--- config.mk ---
export PLATFORM = sky130hd
export DESIGN_NAME = ipv4_dotted_quad_parser
export DESIGN_NICKNAME = d
export VERILOG_FILES = /design/src/rtl/idqp_pkg.sv /design/src/rtl/idqp_front.sv /design/src/rtl/idqp_back.sv /design/src/rtl/ipv4_dotted_quad_parser.sv
export SDC_FILE = /design/constraint.sdc
export NUM_CORES = 1
export LEC_CHECK = 0
export BUFFER_PORTS_ARGS = -buffer_cell sky130_fd_sc_hd__buf_2
export CORE_MARGIN = 4
export CORE_UTILIZATION = 25
export CTS_BUF_LIST = sky130_fd_sc_hd__clkbuf_8
export DETAILED_ROUTE_END_ITERATION = 6
export GPL_ROUTABILITY_DRIVEN = 0
export PLACE_DENSITY = 0.5
export SLEW_MARGIN = 10
export SYNTH_ARGS = -nofsm -noshare
export SYNTH_HDL_FRONTEND = slang
export SYNTH_SLANG_ARGS = --single-unit
export TNS_END_PERCENT = 50
--- constraint.sdc ---
create_clock -name clk_i -period 6.6 [get_ports clk_i]
set_input_delay 0.66 -clock clk_i [delete_from_list [all_inputs] [get_ports clk_i]]
set_output_delay 0.66 -clock clk_i [all_outputs]
set_load 0.005 [all_outputs]
--- src/rtl/idqp_pkg.sv ---
// ----------------------------------------------------------------------------
// idqp_pkg: shared types and constants of the dotted-quad parser
// character classes, the token passed from front to back, queue sizes
// ----------------------------------------------------------------------------
package idqp_pkg;

  localparam int unsigned TokDepth = 2;
  localparam int unsigned ResDepth = 2;
  localparam int unsigned TokPtrW  = $clog2(TokDepth);
  localparam int unsigned TokCntW  = $clog2(TokDepth + 1);
  localparam int unsigned ResPtrW  = $clog2(ResDepth);
  localparam int unsigned ResCntW  = $clog2(ResDepth + 1);

  localparam logic [7:0] CharTerm  = 8'h00;
  localparam logic [7:0] CharDot   = 8'h2E;
  localparam logic [7:0] CharZero  = 8'h30;
  localparam logic [7:0] CharNine  = 8'h39;
  localparam logic [7:0] OctetMax  = 8'd255;
  localparam logic [1:0] DotsNeeded = 2'd3;

  typedef enum logic [1:0] {
    CLS_DIGIT,
    CLS_DOT,
    CLS_TERM,
    CLS_OTHER
  } cls_e;

  typedef struct packed {
    cls_e       cls;
    logic [3:0] digit;
  } tok_t;

  // head of the token queue as seen by the back end
  typedef struct packed {
    logic valid;
    tok_t tok;
  } tok_link_t;

endpackage

--- src/rtl/idqp_front.sv ---
// ----------------------------------------------------------------------------
// idqp_front: character classifier and token queue
// classifies each accepted character and holds it in a short queue
// ----------------------------------------------------------------------------
module idqp_front import idqp_pkg::*; (
  input  logic       clk_i,
  input  logic       rst_ni,
  input  logic       push,
  output logic       full,
  input  logic [7:0] ch_i,
  output tok_link_t  link_o,
  input  logic       tok_pop_i
);

  tok_t               mem_q [TokDepth];
  logic [TokPtrW-1:0] wr_ptr_q, wr_ptr_d;
  logic [TokPtrW-1:0] rd_ptr_q, rd_ptr_d;
  logic [TokCntW-1:0] cnt_q, cnt_d;
  logic               wr_en, rd_en;
  tok_t               tok_new;

  // classify
  always_comb begin
    tok_new.digit = ch_i[3:0];
    if (ch_i == CharTerm) begin
      tok_new.cls = CLS_TERM;
    end else if (ch_i == CharDot) begin
      tok_new.cls = CLS_DOT;
    end else if (ch_i >= CharZero && ch_i <= CharNine) begin
      tok_new.cls = CLS_DIGIT;
    end else begin
      tok_new.cls = CLS_OTHER;
    end
  end

  assign full  = (cnt_q == TokCntW'(TokDepth));
  assign wr_en = push && !full;
  assign rd_en = tok_pop_i && (cnt_q != '0);

  assign link_o.valid = (cnt_q != '0);
  assign link_o.tok   = mem_q[rd_ptr_q];

  always_comb begin
    wr_ptr_d = wr_ptr_q;
    rd_ptr_d = rd_ptr_q;
    cnt_d    = cnt_q;
    if (wr_en) begin
      wr_ptr_d = (wr_ptr_q == TokPtrW'(TokDepth - 1)) ? '0 : wr_ptr_q + 1'b1;
    end
    if (rd_en) begin
      rd_ptr_d = (rd_ptr_q == TokPtrW'(TokDepth - 1)) ? '0 : rd_ptr_q + 1'b1;
    end
    if (wr_en && !rd_en) begin
      cnt_d = cnt_q + 1'b1;
    end else if (!wr_en && rd_en) begin
      cnt_d = cnt_q - 1'b1;
    end
  end

  always_ff @(posedge clk_i or negedge rst_ni) begin
    if (!rst_ni) begin
      wr_ptr_q <= '0;
      rd_ptr_q <= '0;
      cnt_q    <= '0;
    end else begin
      wr_ptr_q <= wr_ptr_d;
      rd_ptr_q <= rd_ptr_d;
      cnt_q    <= cnt_d;
    end
  end

  always_ff @(posedge clk_i) begin
    if (wr_en) begin
      mem_q[wr_ptr_q] <= tok_new;
    end
  end

  // queue never overfills
  a_tok_cnt_bound: assert property (@(posedge clk_i) disable iff (!rst_ni)
    cnt_q <= TokCntW'(TokDepth))
    else $error("token queue count out of range");

  // a beat taken with nothing popped grows the queue by one
  a_tok_grow: assert property (@(posedge clk_i) disable iff (!rst_ni)
    wr_en && !rd_en |=> cnt_q == $past(cnt_q) + 1'b1)
    else $error("token queue count did not grow");

endmodule

--- src/rtl/idqp_back.sv ---
// ----------------------------------------------------------------------------
// idqp_back: parse engine and result queue
// applies each token to the address state and queues one result per string
// ----------------------------------------------------------------------------
module idqp_back import idqp_pkg::*; (
  input  logic        clk_i,
  input  logic        rst_ni,
  input  tok_link_t   link_i,
  output logic        tok_pop_o,
  output logic        empty,
  input  logic        pop,
  output logic [31:0] address_o,
  output logic        ok_o
);

  logic [31:0] acc_q, acc_d;
  logic [1:0]  dots_q, dots_d;
  logic        at_start_q, at_start_d;
  logic        failed_q, failed_d;

  logic [31:0]        res_addr_q [ResDepth];
  logic               res_ok_q   [ResDepth];
  logic [ResPtrW-1:0] wr_ptr_q, rd_ptr_q;
  logic [ResCntW-1:0] cnt_q, cnt_d;
  logic               res_full, res_wr, res_rd;
  logic               take, good;
  logic [7:0]         cur;
  logic [11:0]        next_val;

  assign res_full  = (cnt_q == ResCntW'(ResDepth));
  assign take      = link_i.valid && !res_full;
  assign tok_pop_o = take;
  assign res_wr    = take && (link_i.tok.cls == CLS_TERM);
  assign res_rd    = pop && !empty;

  assign cur      = acc_q[7:0];
  // cur * 10 + digit
  assign next_val = {1'b0, cur, 3'b000} + {3'b000, cur, 1'b0} + {8'd0, link_i.tok.digit};
  assign good     = !failed_q && (dots_q == DotsNeeded) && !at_start_q;

  always_comb begin
    acc_d      = acc_q;
    dots_d     = dots_q;
    at_start_d = at_start_q;
    failed_d   = failed_q;
    if (take) begin
      if (link_i.tok.cls == CLS_TERM) begin
        acc_d      = '0;
        dots_d     = '0;
        at_start_d = 1'b1;
        failed_d   = 1'b0;
      end else if (!failed_q) begin
        case (link_i.tok.cls)
          CLS_DIGIT: begin
            if (cur == 8'd0 && !at_start_q) begin
              failed_d = 1'b1;
            end else if (next_val > {4'd0, OctetMax}) begin
              failed_d = 1'b1;
            end else begin
              acc_d      = {acc_q[31:8], next_val[7:0]};
              at_start_d = 1'b0;
            end
          end
          CLS_DOT: begin
            if (at_start_q || dots_q == DotsNeeded) begin
              failed_d = 1'b1;
            end else begin
              dots_d     = dots_q + 1'b1;
              acc_d      = {acc_q[23:0], 8'd0};
              at_start_d = 1'b1;
            end
          end
          default: begin
            failed_d = 1'b1;
          end
        endcase
      end
    end
  end

  always_comb begin
    cnt_d = cnt_q;
    if (res_wr && !res_rd) begin
      cnt_d = cnt_q + 1'b1;
    end else if (!res_wr && res_rd) begin
      cnt_d = cnt_q - 1'b1;
    end
  end

  always_ff @(posedge clk_i or negedge rst_ni) begin
    if (!rst_ni) begin
      acc_q      <= '0;
      dots_q     <= '0;
      at_start_q <= 1'b1;
      failed_q   <= 1'b0;
      wr_ptr_q   <= '0;
      rd_ptr_q   <= '0;
      cnt_q      <= '0;
    end else begin
      acc_q      <= acc_d;
      dots_q     <= dots_d;
      at_start_q <= at_start_d;
      failed_q   <= failed_d;
      cnt_q      <= cnt_d;
      if (res_wr) begin
        wr_ptr_q <= (wr_ptr_q == ResPtrW'(ResDepth - 1)) ? '0 : wr_ptr_q + 1'b1;
      end
      if (res_rd) begin
        rd_ptr_q <= (rd_ptr_q == ResPtrW'(ResDepth - 1)) ? '0 : rd_ptr_q + 1'b1;
      end
    end
  end

  always_ff @(posedge clk_i) begin
    if (res_wr) begin
      res_addr_q[wr_ptr_q] <= good ? acc_q : 32'd0;
      res_ok_q[wr_ptr_q]   <= good;
    end
  end

  assign empty     = (cnt_q == '0);
  assign address_o = res_addr_q[rd_ptr_q];
  assign ok_o      = res_ok_q[rd_ptr_q];

  // terminator brings the parse state back to its reset values
  a_term_clears: assert property (@(posedge clk_i) disable iff (!rst_ni)
    res_wr |=> acc_q == '0 && dots_q == '0 && at_start_q && !failed_q)
    else $error("parse state not cleared after terminator");

  // a nonzero value in the open octet means the octet has started
  a_octet_start: assert property (@(posedge clk_i) disable iff (!rst_ni)
    at_start_q |-> acc_q[7:0] == 8'd0)
    else $error("octet marked open but holds a value");

endmodule

--- src/rtl/ipv4_dotted_quad_parser.sv ---
// ----------------------------------------------------------------------------
// ipv4_dotted_quad_parser: strict dotted-decimal ipv4 address parser
// one character per beat, one address result per zero-terminated string
// ----------------------------------------------------------------------------
// feed the address text one character per push beat, ending with a zero
// character; each terminator yields one result beat with the address (first
// octet in bits 31:24) and ok set, or address 0 with ok clear when the text
// is not a strict dotted quad (octet above 255, leading zero, empty octet,
// wrong dot count, stray character). characters after a failure are dropped
// until the terminator, which also returns the parser to its reset state.
// the block takes one character every cycle while full is low: the front
// classifies and queues characters, the back applies one token per cycle
// unless the result queue is full (a 10x multiply-add and compare on the
// open octet). a terminator's result passes through the token queue and then
// the result queue before it can be popped, and both queues are two beats
// deep so either side can stall without stopping the other.
// ----------------------------------------------------------------------------
module ipv4_dotted_quad_parser import idqp_pkg::*; (
  input  logic        clk_i,
  input  logic        rst_ni,
  // character input, queue style
  input  logic        push,
  output logic        full,
  input  logic [7:0]  ch_i,
  // result output, queue style
  output logic        empty,
  input  logic        pop,
  output logic [31:0] address_o,
  output logic        ok_o
);

  tok_link_t link;
  logic      tok_pop;

  // front: classify characters into tokens, buffer them
  idqp_front u_front (
    .clk_i     (clk_i),
    .rst_ni    (rst_ni),
    .push      (push),
    .full      (full),
    .ch_i      (ch_i),
    .link_o    (link),
    .tok_pop_i (tok_pop)
  );

  // back: run the octet and dot bookkeeping, queue results
  idqp_back u_back (
    .clk_i     (clk_i),
    .rst_ni    (rst_ni),
    .link_i    (link),
    .tok_pop_o (tok_pop),
    .empty     (empty),
    .pop       (pop),
    .address_o (address_o),
    .ok_o      (ok_o)
  );

endmodule

==> flow_summary.json <==
{
  "place_hpwl_mm": 7.43,
  "worst_setup_path_start_kind": "flop",
  "status": "complete, no violations",
  "die_area_um2": 24700,
  "avgViaCountPerCell": 4.34,
  "coreArea_um2": 21900,
  "io_buffers": 46,
  "hold_path_class": "primary input to async pin",
  "cts_tree": "done",
  "drtIter0Drc": 205,
  "clkTransAtPathRegs_ns": 0.08,
  "synth_warnings": 0,
  "finalNonFillerCells": 779,
  "relSlewSlack_pct": 31.1,
  "drc": 0,
  "irDropWorstVdd_v": 0.000142,
  "die_w_um": 157,
  "crit_chain": "mux2_2, ha_1, ha_1, fa_1, a21o_1, a221oi_1, mux2i_1, a31oi_4, a21oi_4, mux2_4",
  "ys_ff_latch": 122,
  "synth-async-reset-ratio_pct": 36.1,
  "place_area_um2": 6140,
  "max-cap-violations": 0,
  "cts_buffer_depth": 2,
  "worstSetupPathType": "flop to flop",
  "clock_sinks": 122,
  "ys_seq_area_share_pct": 61.8,
  "final_cell_area_um2": 6560,
  "finalSetupTns_ns": 0,
  "drive_gt1_share_pct": 26.7,
  "grt_setup_unrepaired": "false",
  "post_cts_buffers": 0,
  "grtUsageTotal_pct": 9.46,
  "synth_common_cells": "78 x edfxtp_1, 55 x nand2_1, 43 x dfrtp_1",
  "cts_max_level": 4,
  "synth_edf_count": 78,
  "final_nets": 522,
  "syn_area_per_cell_um2": 12.9,
  "tightest_slew_ns": 1.03,
  "multi_input_area_um2": 2020,
  "numCtsBuffers": 17,
  "place_inst": 747,
  "critPathRequiredTime_ns": 6.95,
  "routed_wl_mm": 11.0,
  "syn_to_final_growth_pct": 17.8,
  "overflow": 0,
  "synth_area_leader_cell": "edfxtp_1",
  "arrival_ns": 3.80,
  "grt_pass1_vias": 3512,
  "cts-resized-gates": 0,
  "syn_inst": 432,
  "holdBufCountCts": 0,
  "clock_skew_ns": 0.0114,
  "slowest_delay_ns": 0.53,
  "synthFlopType": "edfxtp_1",
  "io_pins": 47,
  "ant_nets": 0,
  "critPathTopFamily": "multiplexers",
  "antennaDiodeCount": 0,
  "power_density_nw_per_um2": 424,
  "endpoint_kind": "flop",
  "root_buffer": "clkbuf_8",
  "fin_crit_sh_pct": 52.4,
  "holdWs_ns": 0.414,
  "regArea_um2": 3440,
  "path_max_fanout": 9,
  "die_h_um": 157,
  "p_leak_nw": 2.78,
  "synth.most_common_cell": "edfxtp_1",
  "wire_per_inst_um": 14.2,
  "syn_area_um2": 5570,
  "crit_buf_inv": 0,
  "clock.fmax_ghz": 0.289,
  "initial_core_util_pct": 25.5,
  "crit_slowest_cell": "dfrtp_1",
  "rows": 54,
  "ys_types": 46,
  "first_pass_iters": 5,
  "slew_violations": 0,
  "vias": 3384,
  "worst_path_most_repeated_cell": "ha_1",
  "syn_nets": 468,
  "total_power_w": 0.00278,
  "setup_viol": 0,
  "netlist_top_cells_area": "edfxtp_1 42%, dfrtp_1 19%, mux2_2 7.5%",
  "antenna_found_initial": 0,
  "finalCriticalPeriod_ns": 3.46,
  "hold_viol_final": 0,
  "fillers": 2265,
  "clock_latency_ns": 0.43,
  "yosysTopAreaCellShare_pct": 42.0,
  "grt_start_max_net_pins": 45,
  "grt_pass1_wl_mm": 18.2
}
[worst paths after layout]
check	start	to	slack [ns]	depth (start not counted)
max in group asynchronous	rst_ni	u_back.dots_q[1]	5.54	1
hold reg to reg	u_back.acc_q[25]	u_back.acc_q[25]	0.47	2
hold / removal	rst_ni	u_back.acc_q[11]	0.41	1
min in group clk_i	ch_i[0]	u_front.mem_q[1][0]	0.44	1
setup reg to reg	u_front.rd_ptr_q	u_back.at_start_q	3.14	10
setup / recovery	u_front.rd_ptr_q	u_back.at_start_q	3.14	10
[area by class of cell]
type | count | area share (%)
sequential | 122 | 52.5
tap | 280 | 5.34
clock buffer | 19 | 3.98
timing repair buffer | 51 | 4.08
clock inverter | 13 | 2.54
multi-input combinational | 281 | 30.8
inverter | 13 | 0.743
[where the power goes]
| group | switching, W | internal, W |
|---|---|---|
| clock | 0.000302 | 0.000397 |
| sequential | 0.000110 | 0.000994 |
| combinational | 0.000545 | 0.000435 |
[metal layers]
layer / vias up / part of all wire, % / routed length, um / global-route usage (%)
li1: 1662 / - / - / -
met1: 1665 / 45 / 4950 / 12.2
met2: 53 / 50 / 5550 / 15.3
met3: 4 / 4.5 / 497 / 3.35
met4: 0 / 0.48 / 53 / 2.46
met5: - / 0 / 0 / 0
[metrics by stage]
stage / worst slack, ns / utilization (%)
floorplan: 3.43 / -
global placement: 3.24 / 28.0
detailed placement: 3.19 / 28.0
CTS: 3.14 / 30.0
global route: 2.99 / 30.0
finish: 3.14 / 30.0
[sequential cells by signal (all words and copies together) (netlist names)]
signal	count
u_back.wr_ptr_q	1
u_back.rd_ptr_q	1
u_front.rd_ptr_q	1
u_front.wr_ptr_q	1
u_back.res_ok_q	2
u_front.mem_q	12
u_back.dots_q	2
u_back.at_start_q	1
u_back.failed_q	1
u_front.cnt_q	2
u_back.cnt_q	2
u_back.acc_q	32
u_back.res_addr_q	64
[placed cells by master (no fill, tap or decap), drive strengths merged, types with 19 or more instances in the layout]
cell    instances
and2           32
buf            51
clkbuf         19
dfrtp          43
edfxtp         78
ha             22
mux2           38
nand2          55
nand3          28
nor2           19
[logic make-up (layout without fill, tap and decap cells)]
logic type	count (synthesis)	after routing	share of synthesized area (%)
muxes	41	41	8.29
adders and majority gates	24	24	5.66
xor gates and xnor gates	15	15	2.36
AOI/OAI and AO/OA	41	41	5.68
DFF	122	122	61.8
buffers and inverters	29	96	2.02
and+or+nand+nor	160	160	14.2
(Power assumes the default switching activity.)
